**src/rtl/c3zp_pkg.sv**
```systemverilog
// ----------------------------------------------------------------------------
// c3zp_pkg
// Shared constants, register codes and bundle types for the 3x3 zero-padded
// convolution block.
// ----------------------------------------------------------------------------
package c3zp_pkg;

    // Defaults for the top-level parameters.
    localparam int MAX_COLS_DEF    = 1024;
    localparam int PIXEL_BITS_DEF  = 8;
    localparam int WEIGHT_BITS_DEF = 8;

    // Kernel and frame geometry.
    localparam int KSIZE          = 3;
    localparam int ROW_LIMIT      = 4096;
    localparam int ROW_CNT_W      = 13;
    localparam int COLS_REG_W     = 11;
    localparam int ROWS_REG_W     = 13;
    localparam int KROW_W         = 24;
    localparam int FRAME_COLS_RST = 1024;
    localparam int FRAME_ROWS_RST = 1024;

    // Configuration port.
    localparam int CFG_DATA_W = 24;
    localparam int CFG_IDX_W  = 3;

    // Result fields.
    localparam int RESP_W    = 20;
    localparam int OUT_ROW_W = 12;
    localparam int OUT_COL_W = 10;

    // Result queue depth; must be a power of two.
    localparam int OFIFO_DEPTH = 8;

    // Configuration register indexes.
    typedef enum logic [CFG_IDX_W-1:0] {
        REG_FRAME_COLS    = 3'd0,
        REG_FRAME_ROWS    = 3'd1,
        REG_KERNEL_TOP    = 3'd2,
        REG_KERNEL_MID    = 3'd3,
        REG_KERNEL_BOTTOM = 3'd4
    } t_reg_idx;

    // Per-result control that travels alongside the window pipeline.
    typedef struct packed {
        logic                 mtop;
        logic                 mbot;
        logic                 mleft;
        logic                 mright;
        logic                 frame_end;
        logic [OUT_ROW_W-1:0] row;
        logic [OUT_COL_W-1:0] col;
    } t_ctrl;

    // Border masking seen by one window column cell.
    typedef struct packed {
        logic mtop;
        logic mbot;
        logic mcol;
    } t_cell_mask;

    // One finished result.
    typedef struct packed {
        logic signed [RESP_W-1:0] response;
        logic [OUT_ROW_W-1:0]     row;
        logic [OUT_COL_W-1:0]     col;
        logic                     frame_end;
    } t_result;

endpackage

```
**src/rtl/c3zp_ofifo.sv**
```systemverilog
// ----------------------------------------------------------------------------
// c3zp_ofifo
// Small result queue that decouples the output stall from the pipeline.
// ----------------------------------------------------------------------------
module c3zp_ofifo #(
    localparam int DEPTH = c3zp_pkg::OFIFO_DEPTH,
    localparam int PTR_W = $clog2(DEPTH),
    localparam int CNT_W = $clog2(DEPTH + 1)
) (
    input  logic                i_clk,
    input  logic                i_rst_n,
    input  logic                i_push,
    input  c3zp_pkg::t_result   i_data,
    output logic                o_valid,
    input  logic                i_stall,
    output c3zp_pkg::t_result   o_data,
    output logic [CNT_W-1:0]    o_count
);

    c3zp_pkg::t_result r_mem [DEPTH];
    logic [PTR_W-1:0]  r_wr_ptr;
    logic [PTR_W-1:0]  r_rd_ptr;
    logic [CNT_W-1:0]  r_count;
    logic [CNT_W-1:0]  n_count;
    logic              pop;

    assign pop = o_valid && !i_stall;

    // Storage.
    always_ff @(posedge i_clk) begin
        if (i_push) begin
            r_mem[r_wr_ptr] <= i_data;
        end
    end

    // Occupancy follows pushes and completed transfers.
    always_comb begin
        n_count = r_count;
        if (i_push && !pop) begin
            n_count = r_count + CNT_W'(1);
        end else if (pop && !i_push) begin
            n_count = r_count - CNT_W'(1);
        end
    end

    always_ff @(posedge i_clk) begin
        if (!i_rst_n) begin
            r_wr_ptr <= '0;
            r_rd_ptr <= '0;
            r_count  <= '0;
        end else begin
            if (i_push) begin
                r_wr_ptr <= r_wr_ptr + PTR_W'(1);
            end
            if (pop) begin
                r_rd_ptr <= r_rd_ptr + PTR_W'(1);
            end
            r_count <= n_count;
        end
    end

    assign o_valid = (r_count != '0);
    assign o_data  = r_mem[r_rd_ptr];
    assign o_count = r_count;

endmodule

```
**config.mk**
```make
export PLATFORM = sky130hd
export DESIGN_NAME = c3zp_ofifo
export DESIGN_NICKNAME = d
export VERILOG_FILES = /design/src/rtl/c3zp_pkg.sv /design/src/rtl/c3zp_ofifo.sv
export SDC_FILE = /design/constraint.sdc
export NUM_CORES = 1
export LEC_CHECK = 0
export ABC_CLOCK_PERIOD_IN_PS = 3800
export CAP_MARGIN = 15
export CORE_ASPECT_RATIO = 1.75
export CORE_MARGIN = 4
export CORE_UTILIZATION = 57
export DETAILED_ROUTE_END_ITERATION = 16
export DONT_BUFFER_PORTS = 1
export GPL_TIMING_DRIVEN = 0
export PLACE_DENSITY = 0.75
export SETUP_SLACK_MARGIN = 0.15
export SLEW_MARGIN = 20
export SYNTH_ARGS = -nofsm -noshare
export SYNTH_HDL_FRONTEND = slang
export SYNTH_SLANG_ARGS = --single-unit
export TNS_END_PERCENT = 50
```
**constraint.sdc**
```tcl
create_clock -name i_clk -period 3.8 [get_ports i_clk]
set_clock_uncertainty 0.05 [all_clocks]
set_input_delay 0.38 -clock i_clk [delete_from_list [all_inputs] [get_ports i_clk]]
set_output_delay 0.38 -clock i_clk [all_outputs]
set_load 0.05 [all_outputs]
```
==> summary.md <==
| Metric | Value |
|---|---|
| Result of the run | `finished clean` |
| Required @ worst endpoint | `3370 ps` |
| Routed vias | `6013` |
| Starting density of the core | `57.7%` |
| Count of placed standard cells in the final layout, fillers left out | `around 1000` |
| Hold-fix buffer count after cts | `45` |
| Area of the multi-input gates | `roughly 3100 um2` |
| Number of remaining DRC errors | `0` |
| Total cell area at the placement stage | `approximately 15000 um2` |
| Die area | `26900 um2` |
| Number of buffers inserted by post-CTS setup repair | `0` |
| Normalized max-slew margin | `34.8%` |
| Type of origin of the critical path | `flop` |
| Total detailed-routing wirelength | `around 27000 um` |
| Fin area | `between 15000 and 20000 um2` |
| Row cnt | `75` |
| Clock period minus final worst setup slack | `3090 ps` |
| Clock input transition at the sequential cells of the worst setup and hold paths | `70 ps` |
| HPWL after DPL | `between 15000 and 20000 um` |
| Aggregate global-route resource usage | `20.1%` |
| Count of cells resized by post-cts repair | `0` |
| Final period utilization | `about 80%` |
| Simple-gate area share of the yosys netlist | `under 10%` |
| Maximum operating frequency | `0.323 GHz` |
| Number of buffers inserted during clock tree synthesis | `29` |
| Share of synthesized area occupied by flip-flops and latches | `about three quarters` |
| Per-cell via count in the routed design | `6.03` |
| Slew @ Worst Pin | `978 ps` |
| Synth cell types | `31` |
| Max-slew violation count | `0` |
| Fraction of layout instances using a drive strength above 1 | `around 30%` |
| Horizontal die dimension | `126 um` |
| Number of antenna violations at the first check in global routing | `0` |
| Syn_area_per_cell | `24.3 um2` |
| Dominant combinational cell family by area after synthesis | `multiplexers` |
| Synthesized-area fraction occupied by ao, oa, aoi and oai cells | `0.263%` |
| DRT Pass-1 Iters | `5` |
| Most common library cell in the layout ignoring fill and taps | `sky130_fd_sc_hd__edfxtp_1` |
| Final-report setup violation count | `0` |
| Number of I/O pins | `95` |
| Maximum capacitance violations | `0` |
| Area growth from synthesis to layout | `16.9%` |
| Endpoint kind of the worst setup timing path | `output pin` |
| TritonCTS clock tree | `done` |
| Die extent in y | `214 um` |
| Synth warnings | `0` |
| Top library cells by usage in the layout, fill and taps aside | `sky130_fd_sc_hd__edfxtp_1 (344), sky130_fd_sc_hd__mux4_2 (68), sky130_fd_sc_hd__dlygate4sd3_1 (45)` |
| Pleak | `0.00520 uW` |
| Setup repair after global routing missed its margin | `false` |
| Number of design-rule violations left by the first detailed-router iteration | `516` |
| Clock root buffer | `sky130_fd_sc_hd__clkbuf_16` |
| Antenna diode count | `0` |
| Maximum level of the CTS H-tree | `1` |
| Biggest fanout along the worst timing path | `10` |
| Area share of xor/xnor cells in the synthesized design | `0.380%` |
| Flip-flop and latch area | `10600 um2` |
| Seq cells post-synth | `357` |
| Adder and majority cell fraction of the synthesized area | `0.598%` |
| Sinks on Clock Net | `357` |
| Via count of the first global-routing pass | `6613` |
| Netlist area before placement | `13800 um2` |
| Post-layout nets | `720` |
| Global placer's final weighted congestion | `around 0.77` |
| Maximum buffer depth of the clock tree | `3` |
| Core box area | `23900 um2` |
| Wire length of the first global-routing pass | `40800 um` |
| Remaining global-route overflow | `0` |
| Type of the most critical hold path | `in2reg` |
| Clock network latency to the later pin of the worst-skew pair | `540 ps` |
| Number of nets with antenna violations after routing | `0` |
| Largest net degree at the start of global routing | `21` |
| Portion of netlist area occupied by mux cells | `19.3%` |
| Critical path class | `reg2out` |
| Number of input and output port buffers inserted | `0` |
| Number of endpoints with negative hold slack in the final report | `0` |
| Synthesized netlist net count | `approximately 620` |
| Peak supply drop | `roughly 0.00049 V` |
| Average wire length per cell after detail routing | `26.6 um` |
| Placed cells | `~900` |
| Filler instances | `approximately 1500` |
| Count of mapped cells out of synthesis | `around 570` |
| Pwr dens | `approximately 660 nW/um2` |
| Worst EP arrival | `2660 ps` |
## registers in the layout (all words and copies together), names as in the netlist, named ones only
signal and count:
r_wr_ptr 3, r_mem 344, o_count 4, r_rd_ptr 3
## cell families (layout without fill, tap and decap cells)
group,after synthesis,after routing
flops,357,357
mux,132,132
simple gates,32,32
buf+inv,30,151
fa+ha+maj,6,6
compound gates,6,6
xor+xnor,6,6
## layout make-up
type	instances	area share, %
multi-input combinational	182	19.0
clock inverter	25	1.78
buffer	27	1.32
timing repair buffer	67	5.41
clock buffer	29	4.49
inverter	3	0.0697
tap	308	2.39
sequential	357	65.6
## worst max-delay path: stages, from the launching register on
cell and delay, ps:
sky130_fd_sc_hd__dfxtp_1 320, sky130_fd_sc_hd__buf_2 180, sky130_fd_sc_hd__clkbuf_1 470, sky130_fd_sc_hd__buf_2 410
sky130_fd_sc_hd__mux4_2 370, sky130_fd_sc_hd__mux2_4 360
## through the flow
step	worst slack, ps	setup TNS, ps	total power [uW]	util [%]	hold WS (ps)
2_1_floorplan	-160	-6860	7090	-	418
3_3_place_gp	-2880	-350160	7450	59.4	429
3_5_place_dp	973	0	7550	61.4	429
4_1_cts	670	0	10800	67.5	29.0
5_1_grt	551	0	11000	67.5	34.9
6_report	707	0	10600	67.5	52.2
## Yosys cell counts (all sizes together)
cell type,n,area [um2]
buf,12,141
nor4,1,6.26
o21ai,2,10.0
a21boi,1,7.51
nand3,1,5.00
nor3,2,10.0
a31oi,1,6.26
edfxtp,344,10300
a21oi,1,5.00
mux2i,3,30.0
clkbuf,15,71.3
dfxtp,13,260
inv,3,11.3
xnor2,3,26.3
nor3b,1,7.51
mux4,86,2000
fa,1,20.0
and2,7,43.8
ha,5,62.6
nand2b,4,25.0
nor2,8,30.0
a211oi,1,7.51
mux2,43,634
nor2b,2,12.5
nand2,6,22.5
xor2,3,26.3
## layer usage
layer | track usage (%) | routed length, um
met1 | 26.1 | 9980
met2 | 35.6 | 14700
met3 | 3.72 | 1430
met4 | 4.63 | 436
met5 | 0 | 0
## where the power goes
group / switching, uW / internal, uW / total [uW] / leakage [uW]
Combinational: 1710 / 1230 / 2940 / 0.00147
Sequential: 117 / 4440 / 4560 / 0.00323
Clock: 1340 / 1810 / 3150 / 0.000493
Total: 3160 / 7480 / 10600 / 0.00520
## worst paths after layout
kind / start / to / slack [ps] / depth (start not counted)
max reg2reg: o_count[1]$_SDFFE_PN0P_ / o_count[3]$_SDFFE_PN0P_ / 900 / 10
max: flop / o_data[30] / 710 / 5
min reg2reg: r_rd_ptr[1]$_SDFFE_PN0P_ / flop / 500 / 2
min: i_stall / flop / 50 / 3
No activity file was read; power rests on OpenSTA's default activity.
