$ cat src/rtl/c3zp_pkg.sv
// ----------------------------------------------------------------------------
// c3zp_pkg
// Shared constants, register codes and bundle types for the 3x3 zero-padded
// convolution block.
// ----------------------------------------------------------------------------
package c3zp_pkg;

    // Defaults for the top-level parameters.
    localparam int MAX_COLS_DEF    = 1024;
    localparam int PIXEL_BITS_DEF  = 8;
    localparam int WEIGHT_BITS_DEF = 8;

    // Kernel and frame geometry.
    localparam int KSIZE          = 3;
    localparam int ROW_LIMIT      = 4096;
    localparam int ROW_CNT_W      = 13;
    localparam int COLS_REG_W     = 11;
    localparam int ROWS_REG_W     = 13;
    localparam int KROW_W         = 24;
    localparam int FRAME_COLS_RST = 1024;
    localparam int FRAME_ROWS_RST = 1024;

    // Configuration port.
    localparam int CFG_DATA_W = 24;
    localparam int CFG_IDX_W  = 3;

    // Result fields.
    localparam int RESP_W    = 20;
    localparam int OUT_ROW_W = 12;
    localparam int OUT_COL_W = 10;

    // Result queue depth; must be a power of two.
    localparam int OFIFO_DEPTH = 8;

    // Configuration register indexes.
    typedef enum logic [CFG_IDX_W-1:0] {
        REG_FRAME_COLS    = 3'd0,
        REG_FRAME_ROWS    = 3'd1,
        REG_KERNEL_TOP    = 3'd2,
        REG_KERNEL_MID    = 3'd3,
        REG_KERNEL_BOTTOM = 3'd4
    } t_reg_idx;

    // Per-result control that travels alongside the window pipeline.
    typedef struct packed {
        logic                 mtop;
        logic                 mbot;
        logic                 mleft;
        logic                 mright;
        logic                 frame_end;
        logic [OUT_ROW_W-1:0] row;
        logic [OUT_COL_W-1:0] col;
    } t_ctrl;

    // Border masking seen by one window column cell.
    typedef struct packed {
        logic mtop;
        logic mbot;
        logic mcol;
    } t_cell_mask;

    // One finished result.
    typedef struct packed {
        logic signed [RESP_W-1:0] response;
        logic [OUT_ROW_W-1:0]     row;
        logic [OUT_COL_W-1:0]     col;
        logic                     frame_end;
    } t_result;

endpackage

$ cat src/rtl/c3zp_cell.sv
// ----------------------------------------------------------------------------
// c3zp_cell
// One column of the 3x3 window: holds three pixels, hands them to the next
// column on every shift, and forms the masked weighted sum of its column.
// ----------------------------------------------------------------------------
module c3zp_cell #(
    parameter int PIXEL_BITS  = c3zp_pkg::PIXEL_BITS_DEF,
    parameter int WEIGHT_BITS = c3zp_pkg::WEIGHT_BITS_DEF,
    localparam int PROD_W     = PIXEL_BITS + WEIGHT_BITS + 1,
    localparam int COL_W      = PROD_W + 2
) (
    input  logic                                            i_clk,
    input  logic                                            i_rst_n,
    input  logic                                            i_shift,
    input  logic [c3zp_pkg::KSIZE-1:0][PIXEL_BITS-1:0]      i_col,
    input  logic [c3zp_pkg::KSIZE-1:0][WEIGHT_BITS-1:0]     i_weight,
    input  c3zp_pkg::t_cell_mask                            i_mask,
    output logic [c3zp_pkg::KSIZE-1:0][PIXEL_BITS-1:0]      o_col,
    output logic signed [COL_W-1:0]                         o_sum
);

    logic [c3zp_pkg::KSIZE-1:0][PIXEL_BITS-1:0] r_pix;
    logic signed [PROD_W-1:0] r_prod [c3zp_pkg::KSIZE];
    logic signed [PROD_W-1:0] n_prod [c3zp_pkg::KSIZE];
    logic signed [COL_W-1:0]  r_sum;
    logic signed [COL_W-1:0]  n_sum;

    // Pixel column, shifted in from the newer neighbor.
    always_ff @(posedge i_clk) begin
        if (!i_rst_n) begin
            r_pix <= '0;
        end else if (i_shift) begin
            r_pix <= i_col;
        end
    end

    // Products, zeroed where the tap falls outside the frame.
    always_comb begin
        for (int k = 0; k < c3zp_pkg::KSIZE; k++) begin
            if (i_mask.mcol || (k == 0 && i_mask.mtop)
                    || (k == c3zp_pkg::KSIZE - 1 && i_mask.mbot)) begin
                n_prod[k] = '0;
            end else begin
                n_prod[k] = $signed({1'b0, r_pix[k]}) * $signed(i_weight[k]);
            end
        end
    end

    // Column sum of the registered products.
    always_comb begin
        n_sum = '0;
        for (int k = 0; k < c3zp_pkg::KSIZE; k++) begin
            n_sum = n_sum + COL_W'(r_prod[k]);
        end
    end

    always_ff @(posedge i_clk) begin
        for (int k = 0; k < c3zp_pkg::KSIZE; k++) begin
            r_prod[k] <= n_prod[k];
        end
        r_sum <= n_sum;
    end

    assign o_col = r_pix;
    assign o_sum = r_sum;

endmodule

$ cat config.mk
export PLATFORM = sky130hd
export DESIGN_NAME = c3zp_cell
export DESIGN_NICKNAME = d
export VERILOG_FILES = /design/src/rtl/c3zp_pkg.sv /design/src/rtl/c3zp_cell.sv
export SDC_FILE = /design/constraint.sdc
export NUM_CORES = 1
export LEC_CHECK = 0
export BUFFER_PORTS_ARGS = -buffer_cell sky130_fd_sc_hd__buf_2
export CAP_MARGIN = 20
export CORE_ASPECT_RATIO = 1.1
export CORE_MARGIN = 2
export CORE_UTILIZATION = 30
export CTS_CLUSTER_SIZE = 40
export DETAILED_ROUTE_END_ITERATION = 16
export GPL_ROUTABILITY_DRIVEN = 0
export SETUP_SLACK_MARGIN = 0.1
export SLEW_MARGIN = 15
export SYNTH_ARGS = -nofsm -noshare
export SYNTH_HDL_FRONTEND = slang
export SYNTH_SLANG_ARGS = --single-unit
$ cat constraint.sdc
create_clock -name i_clk -period 4.95 [get_ports i_clk]
set_input_delay 0.99 -clock i_clk [delete_from_list [all_inputs] [get_ports i_clk]]
set_output_delay 0.99 -clock i_clk [all_outputs]
set_load 0.05 [all_outputs]
==> impl_metrics.csv <==
group,metric,value,unit
synthesis,synth_seq_area_share,17.8,%
synthesis,avgSynthCellArea,9.29,sq um
cts,clk_pin_slew,0.07,ns
floorplanning,die-height,201,um
timing,whs,0.574,ns
final_layout,stdcell_area,0.0119,sq mm
global_route,antenna_found_initial,0,
pwr,clock_power_share,19.8,%
synthesis,async_reset_ff_share,0,%
floorplanning,rows,72,
flow_run,maxCapViolations,0,
pwr,power_density,309,mW/mm^2
global_route,grt_pass1_vias,8053,
outcome,status,"finished clean",
timing,finalHoldViolCount,0,
global_route,grt_pass1_wl,39.6,mm
pwr,p_leak,6.11,nW
timing,finalSetupTns,0,ns
setup_path,worstSetupEndpointType,"flip-flop",
timing,slew_headroom,46.0,%
timing,final-max-slew-violation-count,0,
pwr,ir_worst_vdd,179,uV
routing,antenna_left,0,
routing,dr.pass1.iters,5,
floorplanning,io_pins,97,
synthesis,synth_area_leaders,"fa_1, dfxtp_1, ha_1, and2_1, inv_1",
final_layout,ff_latch_area,0.00188,sq mm
worst_hold_path,hold_class,"flip-flop to flip-flop",
synthesis,yosys.cell_types.count,56,
placement,post-place-ws,0.0502,ns
cts,clock_sink_count,94,
setup_path,crit_fanout,6,
global_route,grt_max_degree,32,
routing,drc,0,
pwr,p_seq_share,26.9,%
timing,worst_slack,0.420,ns
final_layout,layout.nets,1563,
setup_path,crit_slowest_cell,"fa_1",
pwr,p_sw_share,45.0,%
cts,postCtsSetupBuffers,0,
pwr,p_comb_share,53.3,%
cts,htree_num_levels,3,
floorplanning,initial_core_util,30.2,%
cts,clkLatencyLatePin,0.36,ns
routing,first_iter_violations,334,
pwr,p_int,2.02,mW
routing,routed_via_density,4.70,
synthesis,yosys.area.top_type_share,24.5,%
synthesis,synth_top_cell_by_area,"fa_1",
setup_path,critPathKind,"input port to flip-flop",
global_route,grt_usage,13.4,%
setup_path,startpoint_type,"input port",
placement,io_buffer_count,96,
timing,fin_crit,4.53,ns
routing,vias,7911,
synthesis,synth_edf_count,0,
placement,place_inst,1667,
cts,ctsResizeCount,0,
cts,hold_buffers,0,
routing,wire_per_inst,14.2,um
floorplanning,coreArea,0.0350,sq mm
timing,max_slew.worst_pin.slew,0.810,ns
final_layout,area_growth_syn_to_layout,12.5,%
timing,post-route-period-util,91.5,%
placement,place_area,0.0116,sq mm
final_layout,mostFrequentLayoutCells,"inv_1, ha_1, and2_1, fa_1, buf_2",
final_layout,n_antenna_cell,0,
timing,fin_skew,0.0121,ns
synthesis,syn-num-nets,1465,
synthesis,synth_area,0.0106,sq mm
setup_path,path_cells,"buf_2 > inv_1 > fa_1 > fa_1 > inv_1 > fa_1 > inv_1 > fa_1 > inv_1 > ha_1 > o21a_1 > o31a_1 > o2111a_1 > or3_1 > a21oi_1",
setup_path,max_stage_delay,0.52,ns
cts,clockBufferDepth,2,
synthesis,ys.flop_type,"dfxtp_1",
final_layout,fin_util,34.0,%
setup_path,cp.required,5.24,ns
routing,routed_wl,23.8,mm
global_route,overflow,0,
final_layout,multi_input_area,0.00796,sq mm
placement,place_hpwl,19.9,mm
synthesis,yosys_register_bits,94,
final_layout,final_common_cell,"inv_1",
cts,cts_root_buf,"clkbuf_16",
pwr,power,3.67,mW
synthesis,synthCells,1136,
timing,setup_violations,0,
setup_path,worstPathArrival,4.82,ns
synthesis,yosysWarningCount,0,
pwr,power.switching,1.65,mW
floorplanning,die_area,0.0367,sq mm
cts,cts_tree,"done",
floorplanning,die_w,183,um
final_layout,nFillCells,3594,
final_layout,final-instance-count-excl-fill,1683,
cts,numCtsBuffers,9,
timing,grt_setup_unrepaired,"false",
final_layout,drive_above_1_share,10.5,%
timing,fmax,0.221,GHz
synth_stat cells (all sizes together), types with 6 or more instances:
library cell	instances
nor3	21
clkbuf	10
xor2	9
nand3	10
or2	8
or3	6
fa	129
and2	129
nor2	56
nand2b	11
xnor2	9
a21oi	27
dfxtp	94
o21bai	7
a211oi	14
o21a	17
and3	8
o21ai	20
mux2i	32
o31a	6
nand2	77
a21o	25
inv	175
ha	146
nor2b	36
kinds of logic after synthesis:
family	Yosys count	synth area share, %
buffers and inverters	190	6.81
AO/OA/AOI/OAI	147	9.74
multiplexers	33	3.14
AND/OR/NAND/NOR	379	19.2
XOR/XNOR	18	1.49
flip-flops	94	17.8
adder cells (fa/ha/maj)	275	41.8
registers in the layout (all words and copies together) (netlist names):
name    count
o_sum      19
o_col      24
r_prod     51
metal layers:
| metal | wire length [um] | track usage [%] | up-vias |
|---|---|---|---|
| met5 | 0 | 0 | - |
| met4 | 641 | 4.77 | 0 |
| met3 | 723 | 1.63 | 30 |
| met2 | 11400 | 22.8 | 128 |
| met1 | 11100 | 17.5 | 3831 |
| li1 | - | - | 3922 |
power groups by stage:
stage | Combinational, mW | Sequential, mW | Clock, mW
after CTS | 1.97 | 0.991 | 0.756
after detailed placement | 1.96 | 1.01 | 0
final | 1.96 | 0.987 | 0.725
after floorplan | 1.26 | 1.22 | 0
after global routing | 2.21 | 1.00 | 0.786
after global placement | 1.93 | 1.01 | 0
final timing paths:
check                    startpoint                        to  slack [ns]  depth (start not counted)
max                    i_weight[15]  r_prod[0][33]$_SDFF_PP0_        0.42                         15
min           o_col[0]$_SDFFE_PN0P_     o_col[0]$_SDFFE_PN0P_        0.57                          2
max reg2reg  o_col[13]$_SDFFE_PN0P_  r_prod[0][33]$_SDFF_PP0_        0.60                         14
min reg2reg   o_col[0]$_SDFFE_PN0P_     o_col[0]$_SDFFE_PN0P_        0.57                          2
critical path: cells and delay by family:
family | cells | cell delay [ns]
buffers and inverters | 5 | 0.40
adder cells (fa/ha/maj) | 5 | 2.30
AO/OA/AOI/OAI | 4 | 0.76
AND/OR/NAND/NOR | 1 | 0.35
area by class of cell:
| cell class | instances | share of cell area [%] |
|---|---|---|
| Inverter | 175 | 5.53 |
| Clock inverter | 6 | 0.537 |
| Sequential cell | 94 | 15.8 |
| Tap cell | 444 | 4.68 |
| Timing Repair Buffer | 102 | 4.42 |
| Multi-Input combinational cell | 852 | 67.0 |
| Clock buffer | 10 | 2.01 |
(Power assumes the default switching activity.)
